File: src/c2t_pkg.sv
package c2t_pkg;

    localparam int LENGTH_BITS_DEF = 28;
    localparam int MAX_DIGITS_DEF  = 9;

    localparam logic [31:0] RECIP_10    = 32'hCCCC_CCCD;
    localparam int          RECIP_SHIFT = 35;

    localparam logic [7:0] CHAR_ZERO = 8'h30;
    localparam logic [7:0] CHAR_STAR = 8'h2A;
    localparam logic [7:0] CHAR_NINE = 8'h39;

    localparam logic [3:0] OP_M  = 4'd0;
    localparam logic [3:0] OP_I  = 4'd1;
    localparam logic [3:0] OP_D  = 4'd2;
    localparam logic [3:0] OP_N  = 4'd3;
    localparam logic [3:0] OP_S  = 4'd4;
    localparam logic [3:0] OP_H  = 4'd5;
    localparam logic [3:0] OP_P  = 4'd6;
    localparam logic [3:0] OP_EQ = 4'd7;
    localparam logic [3:0] OP_X  = 4'd8;
    localparam logic [3:0] OP_B  = 4'd9;

    typedef struct packed {
        logic [3:0] code;
        logic       last;
        logic       empty;
    } t_ctrl;

    function automatic logic [7:0] op_letter(input logic [3:0] code);
        logic [7:0] ch;
        unique case (code)
            OP_M:    ch = 8'h4D;
            OP_I:    ch = 8'h49;
            OP_D:    ch = 8'h44;
            OP_N:    ch = 8'h4E;
            OP_S:    ch = 8'h53;
            OP_H:    ch = 8'h48;
            OP_P:    ch = 8'h50;
            OP_EQ:   ch = 8'h3D;
            OP_X:    ch = 8'h58;
            OP_B:    ch = 8'h42;
            default: ch = 8'h3F;
        endcase
        return ch;
    endfunction

    // largest value that fits in the given number of decimal digits
    function automatic logic [63:0] digit_limit(input int ndigits);
        logic [63:0] lim;
        lim = 64'd1;
        for (int i = 0; i < ndigits; i++) begin
            lim = lim * 64'd10;
        end
        return lim - 64'd1;
    endfunction

endpackage

File: src/c2t_serializer.sv
module c2t_serializer #(
    parameter int MAX_DIGITS = 9
) (
    input  logic                            i_clk,
    input  logic                            i_rst_n,
    input  logic                            i_valid,
    output logic                            o_stall,
    input  logic [MAX_DIGITS-1:0][3:0]      i_digits,
    input  logic [$clog2(MAX_DIGITS+1)-1:0] i_ndig,
    input  c2t_pkg::t_ctrl                  i_ctrl,
    output logic                            o_valid,
    input  logic                            i_stall,
    output logic [7:0]                      o_out_char,
    output logic                            o_last_char
);
    import c2t_pkg::*;

    localparam int PW = (MAX_DIGITS > 1) ? $clog2(MAX_DIGITS) : 1;

    logic                       r_busy;
    logic                       r_digit_phase;
    logic [PW-1:0]              r_pos;
    logic [MAX_DIGITS-1:0][3:0] r_digits;
    t_ctrl                      r_ctrl;
    logic                       r_out_valid;
    logic [7:0]                 r_out_char;
    logic                       r_out_last;

    logic       w_advance;
    logic       w_done;
    logic       w_load;
    logic [7:0] n_char;
    logic       n_last;

    assign w_advance = r_busy && (!r_out_valid || !i_stall);
    assign w_done    = w_advance && !r_digit_phase;
    assign w_load    = i_valid && (!r_busy || w_done);
    assign o_stall   = r_busy && !w_done;

    always_comb begin
        if (r_digit_phase) begin
            n_char = CHAR_ZERO + {4'b0000, r_digits[r_pos]};
            n_last = 1'b0;
        end else if (r_ctrl.empty) begin
            n_char = CHAR_STAR;
            n_last = 1'b1;
        end else begin
            n_char = op_letter(r_ctrl.code);
            n_last = r_ctrl.last;
        end
    end

    always_ff @(posedge i_clk) begin
        if (!i_rst_n) begin
            r_busy        <= 1'b0;
            r_digit_phase <= 1'b0;
            r_out_valid   <= 1'b0;
        end else begin
            if (w_advance) begin
                r_out_valid <= 1'b1;
            end else if (!i_stall) begin
                r_out_valid <= 1'b0;
            end
            if (w_load) begin
                r_busy        <= 1'b1;
                r_digit_phase <= !i_ctrl.empty;
            end else if (w_done) begin
                r_busy <= 1'b0;
            end else if (w_advance && r_pos == '0) begin
                r_digit_phase <= 1'b0;
            end
        end
    end

    always_ff @(posedge i_clk) begin
        if (w_advance) begin
            r_out_char <= n_char;
            r_out_last <= n_last;
        end
        if (w_load) begin
            r_pos    <= PW'(i_ndig - 1'b1);
            r_digits <= i_digits;
            r_ctrl   <= i_ctrl;
        end else if (w_advance && r_digit_phase && r_pos != '0) begin
            r_pos <= r_pos - 1'b1;
        end
    end

    assign o_valid     = r_out_valid;
    assign o_out_char  = r_out_char;
    assign o_last_char = r_out_last;

endmodule

File: config.mk
export PLATFORM = sky130hd
export DESIGN_NAME = c2t_serializer
export DESIGN_NICKNAME = d
export VERILOG_FILES = /design/src/c2t_pkg.sv /design/src/c2t_serializer.sv
export SDC_FILE = /design/constraint.sdc
export NUM_CORES = 1
export LEC_CHECK = 0
export BUFFER_PORTS_ARGS = -buffer_cell sky130_fd_sc_hd__buf_4
export CORE_MARGIN = 2
export CORE_UTILIZATION = 42
export CTS_CLUSTER_SIZE = 8
export DETAILED_ROUTE_END_ITERATION = 7
export MAX_ROUTING_LAYER = met4
export PLACE_DENSITY = 0.73
export SYNTH_ARGS = -nofsm -noshare
export SYNTH_HDL_FRONTEND = slang
export SYNTH_SLANG_ARGS = --single-unit
File: constraint.sdc
create_clock -name i_clk -period 7.5 [get_ports i_clk]
set_clock_uncertainty 0.1 [all_clocks]
set_input_delay 2.25 -clock i_clk [delete_from_list [all_inputs] [get_ports i_clk]]
set_output_delay 2.25 -clock i_clk [all_outputs]
set_load 0.05 [all_outputs]
Yosys cells after proc, flatten, opt, wreduce, memory -nomap -nowiden
Memories as Yosys holds them, arrays and structs flattened. A register that Yosys moved wholly into a read port is not among the register bits.
Index checks and enable logic that the tools add are counted.
{"block": "totals", "ff_bits": 58, "romBits": 112, "input_bits": 50, "out_inout_bits": 11, "word_cells": 61, "memories": 1}
{"memory": "(no name shown)", "words": 16, "word_bits": 7, "read_ports": 1, "rd_ports_with_merged_regs": 1, "wr": 0, "line_no": "c2t_pkg.sv:32", "source": "unique case (code)"}
{"block": "classes", "n_addsub": 3, "magnitude_cmp": 1, "eq_ne": 2, "muxes": 15, "reduce_logical": 21}
{"cell": "4-bit binary-select mux with 4-bit select", "n": 1}
{"cell": "4-bit 2-to-1 mux", "n": 4}
{"cell": "8-bit 2-to-1 mux", "n": 2}
{"cell": "1-bit 2-to-1 mux", "n": 8}
{"cell": "4-bit by 1-bit subtractor with 4-bit output (second input constant)", "n": 2}
{"cell": "6-bit by 4-bit adder with 7-bit output (first input constant)", "n": 1}
{"cell": "1-bit logical AND", "n": 7}
{"cell": "1-bit logical NOT", "n": 6}
{"cell": "2-bit nonzero test", "n": 3}
{"cell": "4-bit by 5-bit less-than comparator with 1-bit output (second input constant)", "n": 1}
{"cell": "4-bit logical NOT", "n": 1}
{"cell": "2-bit by 1-bit != test with 1-bit output (second input constant)", "n": 2}
{"cell": "4-bit nonzero test", "n": 1}
{"cell": "1-bit logical OR", "n": 2}
{"cell": "2-bit AND reduction", "n": 1}

Logic depth before layout (Yosys ltp)
{"block": "logic_depth", "word_depth": 8, "depth_mapped": 10}

Worst setup path before layout
No wires, ideal clock.
{"block": "synth_path", "kind": "input -> output", "from": "input i_stall", "to": "output o_stall", "arrival_time_ns": 3.082, "required_ns": 5.150, "setup_slack_ns": 2.068, "cell_stages": 2, "path_cell_list": "a21oi_2 -> nor2_1"}
{"block": "synth_between", "elab_chain_len": 6}
{"item": "start: declaration", "line_no": "c2t_serializer.sv:12", "source": "input logic i_stall,"}
{"item": "1-bit logical NOT"}
{"item": "1-bit logical OR", "line_no": "c2t_serializer.sv:35", "source": "assign w_advance = r_busy && (!r_out_valid || !i_stall);"}
{"item": "1-bit logical AND", "line_no": "c2t_serializer.sv:35"}
{"item": "1-bit logical AND", "line_no": "c2t_serializer.sv:36", "source": "assign w_done = w_advance && !r_digit_phase;"}
{"item": "1-bit logical NOT", "line_no": "c2t_serializer.sv:38", "source": "assign o_stall = r_busy && !w_done;"}
{"item": "1-bit logical AND", "line_no": "c2t_serializer.sv:38"}
{"item": "end: declaration", "line_no": "c2t_serializer.sv:7", "source": "output logic o_stall,"}
Every way passes these cells.

Final worst setup path
Same ends and word-level chain as after synthesis.

==> metrics.md <==
| Metric | Value |
|---|---|
| Worst IR Drop VDD | `147.1 uV` |
| Critical path's largest stage delay | `370 ps` |
| Setup TNS | `0 ps` |
| Area share of the largest cell type after synthesis | `0.5752` |
| Num rows | `29` |
| Post-Syn Area | `0.002819 sq mm` |
| Post-synth top flop | `edfxtp_1` |
| Die Wd | `85.93 um` |
| Fill cell count | `547` |
| Worst slew pin tran | `811.9 ps` |
| Initial antenna violation count | `0` |
| CP Cell Sequence | `buf_4 > a21oi_2 > nor2_1 > buf_4` |
| CP max FO | `9` |
| Main combinational cell family by area after synthesis | `compound AO/OA/AOI/OAI gates` |
| Synth Register Bits | `64` |
| Die height | `85.93 um` |
| CP most frequent cell | `buf_4` |
| Sequential-to-total area share from yosys stat | `0.6462` |
| Nets@finish | `312` |
| Inserted Clock Buffers | `9` |
| # Max-Cap Violations | `0` |
| Hold WS | `380.3 ps` |
| Worst reg2reg startpoint | `r_digit_phase` |
| Dpl hpwl | `3891 um` |
| Adder-Cell Fraction of Synth Area | `0.02619` |
| Root buf cell | `clkbuf_8` |
| Setup crit end | `o_stall` |
| Crit Path Category | `input port to output port` |
| Unrepaired setup endpoints after global routing | `no` |
| Worst setup path startpoint | `i_stall` |
| Antenna Cells | `0` |
| Residual DRC | `0` |
| Initial Util | `0.4389` |
| Post-synthesis compound-gate area fraction | `0.1145` |
| Die area | `0.007383 sq mm` |
| Later-pin clock latency in the skew report | `330 ps` |
| Pwr/cell area | `245.3 mW/mm^2` |
| # clock sinks | `64` |
| Post-cts repair resize count | `0` |
| Port buffer count | `59` |
| Gp weighted congestion | `0.8582` |
| Core area | `0.006422 sq mm` |
| Via count | `1,850` |
| Max-slew headroom | `0.4568` |
| Post-synth EDFFs | `54` |
| Mean Syn Cell Area | `14.31 sq um` |
| CP endpoint kind | `output port` |
| CP Data Arrival Time | `3100 ps` |
| Count leader, synth | `edfxtp_1` |
| Fraction of registers with async set/reset | `0` |
| Cell variety after synth | `47` |
| CTS H-Tree Depth | `3` |
| Post-synthesis mux area share | `0.09099` |
| Fin crit share | `0.7266` |
| Total iterations of the first detailed-routing run | `5` |
| Share of cells above drive strength 1 | `0.3282` |
| Number of global-route vias before repair | `1,862` |
| Flop2flop setup slack | `5070 ps` |
| Total Routed Length | `5373 um` |
| First-pass GRT wire length | `8838 um` |
| Largest cells by area after synthesis | `edfxtp_1 58%, dfxtp_1 7.1%, mux4_2 6.4%` |
| Fmax | `183.5 MHz` |
| Cells after synthesis | `197` |
| Hold Crit Depth | `1` |
| CTS tree | `done` |
| Syn nets | `252` |
| CP required | `5150 ps` |
| First DRT Iteration DRCs | `92` |
| CTS clock-pin slew for the worst setup and hold paths | `60 ps` |
| Status | `complete, no violations` |
| Xor/xnor cell area share of the yosys netlist | `0.01243` |
| Crit path max-delay cell type | `a21oi_2` |
| Fin. Hold Viols | `0` |
| Shortest period the worst path allows | `5450 ps` |
| Placed Cells | `323` |
| Top post-synthesis cells by count | `54 x edfxtp_1, 17 x nor2_1, 11 x o211ai_1` |
| Top cell type by total area after synthesis | `edfxtp_1` |
| Grt total ovfl | `0` |
| Post-synthesis simple-gate area fraction | `0.08256` |
| Routed len/inst | `15.85 um` |
| Detail Route Antenna Nets | `0` |
| Reg2Reg Depth | `5` |
| Non-filler cells in the finished layout | `339` |
| Postcts setup bufs | `0` |
| Count of final setup violators | `0` |
| CTS Buffer Depth | `2` |
| Area grow syn2layout | `25.17%` |
| IO Count | `61` |
| Final Max Slew Viols | `0` |
| Worst min path class | `register to register` |
| LEAKAGE | `1.348 nW` |
| Startpoint types | `input port` |
| CTS Hold Bufs | `0` |
| Largest net degree at the start of global routing | `50` |
| Synth Warn # | `0` |
| Vias/cell | `5.457` |
| All-Layer GR Usage | `0.1657` |
[metal layers]
layer / routed length, um / global-route usage / up-vias
met3: 416 / 0.05390 / 14
met4: 95 / 0.07504 / 0
li1: - / - / 886
met2: 2593 / 0.2509 / 91
met1: 2268 / 0.2023 / 859
met5: 0 / - / -
[worst min path at each step]
stage | endpoint | slack [ps]
2_1_floorplan | o_out_char[5] | 360
3_3_place_gp | o_out_char[5] | 370
3_5_place_dp | o_out_char[5] | 370
4_1_cts | o_out_char[5] | 380
5_1_grt | o_out_char[5] | 410
6_report | o_out_char[5] | 380
[through the flow]
step	instance area [sq um]	utilization	setup slack (ps)	total power, W
after CTS	3528	0.5494	2077	0.0008764
after floorplan	2819	-	2068	0.0005179
after global routing	3528	0.5494	2004	0.0009058
after global placement	3314	0.5161	2075	0.0005629
after detailed placement	3314	0.5161	2080	0.0005644
final	3528	0.5494	2050	0.0008657
[cells by family after synthesis]
logic type / count (synthesis)
buf+inv: 17
other cells: 1
flops: 64
compound gates: 43
mux: 15
fa+ha+maj: 6
xor+xnor: 4
simple gates: 47
[worst max-delay path, delay by kind of cell]
kind / cells / cell delay [ps]
AOI/OAI and AO/OA: 1 / 370
buffers and inverters: 2 / 340
and+or+nand+nor: 1 / 130
[cells in the final DEF, fill, tap and decap left out, types with 6 or more instances in the layout]
master / synthesis / layout
dfxtp_1: 10 / 10
buf_4: 1 / 59
o211ai_1: 11 / 11
clkbuf_8: 0 / 10
mux4_2: 8 / 8
nand2b_1: 6 / 6
edfxtp_1: 54 / 54
nor2_1: 17 / 17
[final cells by class]
type,count,area [sq um],share of cell area
Timing Repair Buffer,59,442.9,0.1255
Inverter,7,28.78,0.008156
Multi-Input combinational cell,116,924.6,0.2621
Tap cell,77,96.34,0.02730
Clock buffer,12,145.1,0.04113
Clock inverter,4,68.82,0.01950
Sequential cell,64,1822,0.5163
[power breakdown]
part	switching (W)	internal, W	total (W)
logic	0.0000601	0.0000568	0.000117
registers	0.0000208	0.000419	0.000440
clock network	0.000115	0.000195	0.000309
total	0.000196	0.000670	0.000866
(Power assumes the default switching activity.)
